### config.mk
export PLATFORM = sky130hd
export DESIGN_NAME = sprite_anim_frame_stepper
export DESIGN_NICKNAME = d
export VERILOG_FILES = /design/src/hw/rtl/safs_pkg.sv /design/src/hw/rtl/safs_frame_step.sv /design/src/hw/rtl/safs_angle_wrap.sv /design/src/hw/rtl/sprite_anim_frame_stepper.sv
export SDC_FILE = /design/constraint.sdc
export NUM_CORES = 1
export LEC_CHECK = 0
export ABC_AREA = 1
export BUFFER_PORTS_ARGS = -buffer_cell sky130_fd_sc_hd__buf_4
export CORE_MARGIN = 2
export CORE_UTILIZATION = 37
export DETAILED_ROUTE_END_ITERATION = 7
export GPL_ROUTABILITY_DRIVEN = 0
export GPL_TIMING_DRIVEN = 0
export PLACE_DENSITY = 0.66
export SETUP_SLACK_MARGIN = 0.3
export SLEW_MARGIN = 0
export SYNTH_ARGS = -nofsm -noshare
export SYNTH_HDL_FRONTEND = slang
export SYNTH_HIERARCHICAL = 1
export SYNTH_SLANG_ARGS = --single-unit
### constraint.sdc
create_clock -name clock -period 9.29 [get_ports clock]
set_clock_uncertainty 0.2 [all_clocks]
set_input_delay 0.929 -clock clock [delete_from_list [all_inputs] [get_ports clock]]
set_output_delay 0.929 -clock clock [all_outputs]
set_load 0.03 [all_outputs]
### src/hw/rtl/safs_pkg.sv
// ----------------------------------------------------------------------------
// safs_pkg
// Shared field widths, angle constants and transaction types for the sprite
// animation frame stepper.
// ----------------------------------------------------------------------------
package safs_pkg;

   localparam int FRAME_W = 17;
   localparam int TOTAL_W = 8;
   localparam int FPS_W   = 8;
   localparam int TIME_W  = 16;
   localparam int ANGLE_W = 16;
   localparam int PROD_W  = TIME_W + FPS_W;

   localparam int FRAME_MAX = 65535;
   localparam int FRAME_MIN = -65536;

   // 360 degrees in 1/64 degree units, and twice that
   localparam logic [ANGLE_W-1:0] ANGLE_FULL = 16'd23040;
   localparam logic [ANGLE_W-1:0] ANGLE_TWICE = 16'd46080;

   typedef struct packed {
      logic signed [FRAME_W-1:0] frame_pos;
      logic                      backward;
      logic                      ended_in;
      logic [TOTAL_W-1:0]        frame_total;
      logic [FPS_W-1:0]          rate_fps;
      logic                      repeats;
      logic                      reverses;
      logic                      animated;
      logic [TIME_W-1:0]         elapsed;
      logic [ANGLE_W-1:0]        angle_in;
   } req_type;

   typedef struct packed {
      logic signed [FRAME_W-1:0] frame_out;
      logic                      backward_out;
      logic                      ended_out;
   } frame_res_type;

endpackage

### src/hw/rtl/safs_frame_step.sv
// ----------------------------------------------------------------------------
// safs_frame_step
// Combinational frame advance: step from elapsed time and fps, end-of-strip
// handling (wrap, turn back or hold), mirroring at zero and saturation.
// ----------------------------------------------------------------------------
module safs_frame_step #(
   parameter int FRAME_FRAC_BITS = 8,
   parameter int TIME_FRAC_BITS  = 16
) (
   input  safs_pkg::req_type       item,
   output safs_pkg::frame_res_type res
);

   localparam int SHR   = (TIME_FRAC_BITS >= FRAME_FRAC_BITS) ?
                          (TIME_FRAC_BITS - FRAME_FRAC_BITS) : 0;
   localparam int SHL   = (FRAME_FRAC_BITS > TIME_FRAC_BITS) ?
                          (FRAME_FRAC_BITS - TIME_FRAC_BITS) : 0;
   localparam int DW    = safs_pkg::PROD_W + SHL;
   localparam int LIM_W = safs_pkg::TOTAL_W + FRAME_FRAC_BITS + 1;
   localparam int M1    = (DW > LIM_W) ? DW : LIM_W;
   localparam int M2    = (M1 > safs_pkg::FRAME_W) ? M1 : safs_pkg::FRAME_W;
   localparam int WW    = M2 + 2;

   localparam logic signed [WW-1:0] SAT_HI = WW'(safs_pkg::FRAME_MAX);
   localparam logic signed [WW-1:0] SAT_LO = WW'(safs_pkg::FRAME_MIN);
   localparam logic signed [WW-1:0] ONE    = WW'(1) << FRAME_FRAC_BITS;

   logic [safs_pkg::PROD_W-1:0] prod;
   logic [DW-1:0]               d_mag;
   logic signed [WW-1:0]        d_s;
   logic signed [WW-1:0]        f0;
   logic signed [WW-1:0]        f1;
   logic signed [WW-1:0]        f2;
   logic signed [WW-1:0]        f3;
   logic signed [WW-1:0]        limit;
   logic                        back;
   logic                        ended;

   always_comb begin
      prod  = {{safs_pkg::FPS_W{1'b0}}, item.elapsed}
            * {{safs_pkg::TIME_W{1'b0}}, item.rate_fps};
      d_mag = (DW'(prod) << SHL) >> SHR;
      d_s   = signed'({{(WW-DW){1'b0}}, d_mag});
      if (item.backward) begin
         d_s = -d_s;
      end
      f0    = WW'(item.frame_pos);
      limit = signed'(WW'(item.frame_total) << FRAME_FRAC_BITS);
      f1    = f0 + d_s;
      back  = item.backward;
      ended = item.ended_in;

      // end of strip
      f2 = f1;
      if (f1 >= limit) begin
         if (item.repeats) begin
            if (item.reverses) begin
               back = 1'b1;
               f2   = f0;
            end else begin
               f2 = f1 - limit;
            end
         end else begin
            f2    = limit - ONE;
            ended = 1'b1;
         end
      end

      // bounce off frame zero
      f3 = f2;
      if (f2 <= 0) begin
         if (item.reverses && back && !item.repeats) begin
            ended = 1'b1;
         end
         back = 1'b0;
         f3   = -f2;
      end

      if (!item.animated) begin
         res.frame_out    = item.frame_pos;
         res.backward_out = item.backward;
         res.ended_out    = item.ended_in;
      end else begin
         if (f3 > SAT_HI) begin
            res.frame_out = SAT_HI[safs_pkg::FRAME_W-1:0];
         end else if (f3 < SAT_LO) begin
            res.frame_out = SAT_LO[safs_pkg::FRAME_W-1:0];
         end else begin
            res.frame_out = f3[safs_pkg::FRAME_W-1:0];
         end
         res.backward_out = back;
         res.ended_out    = ended;
      end
   end

endmodule

### src/hw/rtl/safs_angle_wrap.sv
// ----------------------------------------------------------------------------
// safs_angle_wrap
// Reduces an angle above one full turn modulo 360 degrees; a 16-bit angle
// is below three turns, so two compare-and-subtract choices cover it.
// ----------------------------------------------------------------------------
module safs_angle_wrap (
   input  logic [safs_pkg::ANGLE_W-1:0] angle_in,
   output logic [safs_pkg::ANGLE_W-1:0] angle_out
);

   always_comb begin
      if (angle_in >= safs_pkg::ANGLE_TWICE) begin
         angle_out = angle_in - safs_pkg::ANGLE_TWICE;
      end else if (angle_in > safs_pkg::ANGLE_FULL) begin
         angle_out = angle_in - safs_pkg::ANGLE_FULL;
      end else begin
         // exactly one full turn stays as it is
         angle_out = angle_in;
      end
   end

endmodule

### src/hw/rtl/sprite_anim_frame_stepper.sv
// ----------------------------------------------------------------------------
// sprite_anim_frame_stepper
// Advances one sprite's animation frame, direction, ended flag and angle
// per transaction, with an input register and a result register.
// ----------------------------------------------------------------------------
//
//   channel | ports            | carries
//   --------+------------------+-----------------------------------------
//   req     | req_valid/stall  | frame, direction, class settings, lag
//   rsp     | rsp_valid/stall  | updated frame, direction, ended, angle
//
// one transaction per cycle sustained while rsp_stall stays low; an accepted
// transaction loads the input register, then the result register, and
// rsp_valid rises when the result register loads
// the whole frame path (16x8 multiply, add, compares) sits between the two
// registers; the angle reduction runs beside it
// synchronous active-high reset clears both valid flags only
// rsp_stall holds the result register; the input register keeps taking
// transactions while it is empty or the result register is free or being drained
//
module sprite_anim_frame_stepper #(
   parameter int FRAME_FRAC_BITS = 8,
   parameter int TIME_FRAC_BITS  = 16
) (
   input  logic                                clock,
   input  logic                                reset,

   input  logic                                req_valid,
   output logic                                req_stall,
   input  logic signed [safs_pkg::FRAME_W-1:0] req_frame_pos,
   input  logic                                req_backward,
   input  logic                                req_ended_in,
   input  logic [safs_pkg::TOTAL_W-1:0]        req_frame_total,
   input  logic [safs_pkg::FPS_W-1:0]          req_rate_fps,
   input  logic                                req_repeats,
   input  logic                                req_reverses,
   input  logic                                req_animated,
   input  logic [safs_pkg::TIME_W-1:0]         req_elapsed,
   input  logic [safs_pkg::ANGLE_W-1:0]        req_angle_in,

   output logic                                rsp_valid,
   input  logic                                rsp_stall,
   output logic signed [safs_pkg::FRAME_W-1:0] rsp_frame_out,
   output logic                                rsp_backward_out,
   output logic                                rsp_ended_out,
   output logic [safs_pkg::ANGLE_W-1:0]        rsp_angle_out
);

   // input register
   logic                          s1_valid_ff;
   logic                          s1_valid_in;
   safs_pkg::req_type             s1_item_ff;
   safs_pkg::req_type             s1_item_in;

   // result register
   logic                          s2_valid_ff;
   logic                          s2_valid_in;
   safs_pkg::frame_res_type       s2_frame_ff;
   safs_pkg::frame_res_type       s2_frame_in;
   logic [safs_pkg::ANGLE_W-1:0]  s2_angle_ff;
   logic [safs_pkg::ANGLE_W-1:0]  s2_angle_in;

   logic                          s2_free;
   logic                          req_accept;

   // result register can load when empty or being taken this cycle
   assign s2_free    = !s2_valid_ff || !rsp_stall;
   // input register blocks only when full and unable to move on
   assign req_stall  = s1_valid_ff && !s2_free;
   assign req_accept = req_valid && !req_stall;

   always_comb begin
      s1_item_in.frame_pos   = req_frame_pos;
      s1_item_in.backward    = req_backward;
      s1_item_in.ended_in    = req_ended_in;
      s1_item_in.frame_total = req_frame_total;
      s1_item_in.rate_fps    = req_rate_fps;
      s1_item_in.repeats     = req_repeats;
      s1_item_in.reverses    = req_reverses;
      s1_item_in.animated    = req_animated;
      s1_item_in.elapsed     = req_elapsed;
      s1_item_in.angle_in    = req_angle_in;
   end

   // stalled input register keeps its transaction, otherwise it takes the new one
   assign s1_valid_in = req_stall ? 1'b1 : req_valid;
   assign s2_valid_in = s2_free ? s1_valid_ff : s2_valid_ff;

   // frame math between the two registers
   safs_frame_step #(
      .FRAME_FRAC_BITS (FRAME_FRAC_BITS),
      .TIME_FRAC_BITS  (TIME_FRAC_BITS)
   ) u_frame_step (
      .item (s1_item_ff),
      .res  (s2_frame_in)
   );

   // angle reduction beside it
   safs_angle_wrap u_angle_wrap (
      .angle_in  (s1_item_ff.angle_in),
      .angle_out (s2_angle_in)
   );

   // control state
   always_ff @(posedge clock) begin
      if (reset) begin
         s1_valid_ff <= 1'b0;
         s2_valid_ff <= 1'b0;
      end else begin
         s1_valid_ff <= s1_valid_in;
         s2_valid_ff <= s2_valid_in;
      end
   end

   // payload, no reset needed
   always_ff @(posedge clock) begin
      if (req_accept) begin
         s1_item_ff <= s1_item_in;
      end
      if (s2_free && s1_valid_ff) begin
         s2_frame_ff <= s2_frame_in;
         s2_angle_ff <= s2_angle_in;
      end
   end

   assign rsp_valid        = s2_valid_ff;
   assign rsp_frame_out    = s2_frame_ff.frame_out;
   assign rsp_backward_out = s2_frame_ff.backward_out;
   assign rsp_ended_out    = s2_frame_ff.ended_out;
   assign rsp_angle_out    = s2_angle_ff;

   // ------------------------------------------------------------------------
   // assertions
   // ------------------------------------------------------------------------

   // a reduced angle never goes beyond one full turn
   a_angle_range: assert property (@(posedge clock) disable iff (reset)
      rsp_valid |-> (rsp_angle_out <= safs_pkg::ANGLE_FULL))
      else $error("angle out of range");

   // a held transaction in the input register is neither lost nor altered
   a_s1_hold: assert property (@(posedge clock) disable iff (reset)
      (s1_valid_ff && s2_valid_ff && rsp_stall)
      |=> (s1_valid_ff && $stable(s1_item_ff)))
      else $error("input register lost a stalled transaction");

   // a transaction in the input register moves into a free result register
   a_s2_load: assert property (@(posedge clock) disable iff (reset)
      (s1_valid_ff && s2_free) |=> s2_valid_ff)
      else $error("result register missed a transaction");

endmodule
==> flow_metrics.env <==
export IMPL_core_sq_um=35700
export IMPL_rows=69
export IMPL_status="complete, but fails checks"
export IMPL_drt_total_wl_microns=40600
export IMPL_drv_slew=0
export IMPL_synthMuxAreaShare_pct=0
export IMPL_synthTopCellsByArea="edfxtp_1 (23%), nand2_1 (18%), fa_1 (13%)"
export IMPL_setup_ws_ps=-856
export IMPL_r2r_cells=67
export IMPL_cpPeakStageDelay_ps=600
export IMPL_fin_area_sq_um=17500
export IMPL_synth_top_family_by_area="simple AND/OR/NAND/NOR gates"
export IMPL_relSlewSlack_pct=38.3
export IMPL_synth_compound_area_share_pct=7.16
export IMPL_die_w_microns=195
export IMPL_drtAntennaViolNets=0
export IMPL_io_pins=111
export IMPL_end_kind="register"
export IMPL_min_path_type="reg -> reg"
export IMPL_setup_viol=19
export IMPL_grt_pass1_wl_microns=64100
export IMPL_routedWlPerCell_microns=15.4
export IMPL_post_place_ws_ps=-1830
export IMPL_synthesis_area_sq_um=13500
export IMPL_route_detailed_drc=0
export IMPL_final_cells=2637
export IMPL_r2r_slack_ps=-860
export IMPL_synth_warnings=6
export IMPL_timing_final_crit_share_pct=109
export IMPL_synth_simple_gate_area_share_pct=33.1
export IMPL_grt_max_degree=55
export IMPL_crit_path_max_fanout=10
export IMPL_crit_arrival_ps=10080
export IMPL_die_area_sq_um=37900
export IMPL_synth_most_common_cell="nand2_1"
export IMPL_placed_cell_area_sq_um=15300
export IMPL_maxCapViolCount=0
export IMPL_postLayoutCoreUtil_pct=49.0
export IMPL_synth_edff_count=105
export IMPL_r2r_end="rsp_frame_out[7]"
export IMPL_grt_overflow=0
export IMPL_fin_crit_ps=10150
export IMPL_synthesis_nets=2173
export IMPL_yosys_area_share_adder_pct=20.2
export IMPL_drt_initial_drc_count=968
export IMPL_async_reset_ff_share_pct=0
export IMPL_ys_seq_area_share_pct=23.7
export IMPL_numCtsBuffers=9
export IMPL_start_kind="register"
export IMPL_n_antenna_cell=0
export IMPL_violations="negative setup slack"
export IMPL_h_tree_depth=3
export IMPL_critPathRequiredTime_ps=9230
export IMPL_synthXorXnorAreaFrac_pct=2.85
export IMPL_fmax_mhz=98.6
export IMPL_hpwl_microns=30900
export IMPL_drive_gt1_share_pct=28.1
export IMPL_die_y_microns=195
export IMPL_synth_ff_type="edfxtp_1"
export IMPL_synth_common_cells="nand2_1 (655), inv_1 (338), nand3_1 (118), nor2_1 (114), edfxtp_1 (105)"
export IMPL_vias_per_cell=5.01
export IMPL_crit_slowest_cell="fa_2"
export IMPL_synthCells=1933
export IMPL_yosys_register_bits=107
export IMPL_initial_utilization_pct=37.8
export IMPL_holdPathStages=2
export IMPL_synth_cell_types=60
export IMPL_dr_pass1_iters=6
export IMPL_hp_start="s1_valid_ff"
export IMPL_clock_tree_buffer_depth=2
export IMPL_crit_top_cell="nand2_2"
export IMPL_track_usage_pct=21.1
export IMPL_worst_pin_slew_ps=914
export IMPL_cts_sinks=107
export IMPL_nets=2412
export IMPL_rsz0062_at_grt="true"
export IMPL_avgSynthCellArea_sq_um=6.96
export IMPL_clk_insertion_delay_late_ps=390
export IMPL_portBuffers=110
export IMPL_hold_viol=0
export IMPL_cts_root_buf="clkbuf_16"
export IMPL_critPathKind="reg -> reg"
export IMPL_grt_pass1_vias=13000
export IMPL_clk_pin_slew_ps=70
export IMPL_cts_tree="yes"
export IMPL_min_to="s1_valid_ff"
export IMPL_place_inst=2506
export IMPL_syn_to_final_growth_pct=29.8
export IMPL_post_synth_top_area_fraction_pct=23.4
export IMPL_antenna_found_initial=1
export IMPL_vias=13200
export IMPL_synth_area_leader_cell="edfxtp_1"
export IMPL_reg2reg_from="s1_item_ff[38]"
-- worst max path at each step --
stage / start / endpoint / slack [ps] / cells after the start
detailed placement: s1_item_ff[41] / rsp_frame_out[9] / -1830 / 60
global placement: s1_item_ff[41] / rsp_frame_out[7] / -1800 / 59
finish: s1_item_ff[38] / rsp_frame_out[7] / -860 / 67
global route: s1_item_ff[38] / rsp_frame_out[1] / -1370 / 62
floorplan: s1_item_ff[37] / rsp_frame_out[10] / -70 / 63
CTS: s1_item_ff[37] / rsp_frame_out[4] / -720 / 64
-- layout by cell type, fill, tap and decap left out, drive strengths merged, types with 3 or more instances in the layout --
master	n
o21bai	8
nor3	16
clkbuf	39
buf	257
clkinv	6
edfxtp	105
a21oi	60
or2	9
nand3	131
nor2	131
nand3b	5
o221ai	4
nand2	703
inv	368
o21ai	72
o211ai	3
xnor2	9
nand4	24
a31oi	3
fa	85
xor2	34
ha	81
-- kinds of logic (layout without fill, tap and decap cells) --
family                     after synthesis  count (layout)
AOI/OAI and AO/OA                      165             165
xor gates and xnor gates                43              43
and+or+nand+nor                       1024            1024
buffers and inverters                  428             671
adders and majority gates              166             166
DFF                                    107             107
-- flip-flops by register name, indices dropped and copies added, names as in the netlist --
name,count
rsp_frame_out,17
rsp_ended_out,1
s1_valid_ff,1
rsp_valid,1
rsp_angle_out,16
rsp_backward_out,1
s1_item_ff,70
-- per-stage QoR --
stage	TNS [ps]	hold slack, ps
finish	-14480	308
global route	-23770	338
CTS	-12140	311
detailed placement	-32470	301
global placement	-32130	268
floorplan	-647	257
-- layout make-up --
class | instances | area, sq um
plain buffers | 59 | 567
flip-flops and latches | 107 | 3190
clock inverters | 6 | 48.8
multi-input cells | 1398 | 9640
well taps | 461 | 577
inverters | 369 | 1390
clock buffers | 9 | 225
repair buffers | 228 | 1830
fillers | 3340 | 18200
-- metal layers --
| metal | routed length, microns | global-route usage (%) | up-vias |
|---|---|---|---|
| met4 | 1920 | 10.3 | 2 |
| li1 | - | - | 6475 |
| met5 | 16 | 0 | - |
| met3 | 2370 | 3.02 | 110 |
| met1 | 17200 | 26.5 | 6142 |
| met2 | 19100 | 35.6 | 478 |
-- worst max-delay path, delay by kind of cell (launching register included) --
kind | cells | cell delay (ps)
flip-flops | 1 | 370
XOR/XNOR | 2 | 340
adder cells (fa/ha/maj) | 8 | 3120
buffers and inverters | 15 | 1480
AND/OR/NAND/NOR | 34 | 3330
AO/OA/AOI/OAI | 8 | 1020
-- repair_timing --
| action | 4_1_cts | 5_1_grt |
|---|---|---|
| hold buffers | 0 | 0 |
| gates resized for setup | 118 | 122 |
| gates cloned | 1 | 0 |
| endpoints found under the setup margin | 19 | 19 |
| setup buffers | 79 | 36 |
| endpoints found under the hold margin | 0 | 0 |
| pin swaps | 90 | 115 |
Power is left out: the tool's default activity adds up to more than one toggle a clock period on the data nets, which glitch-free logic cannot reach.
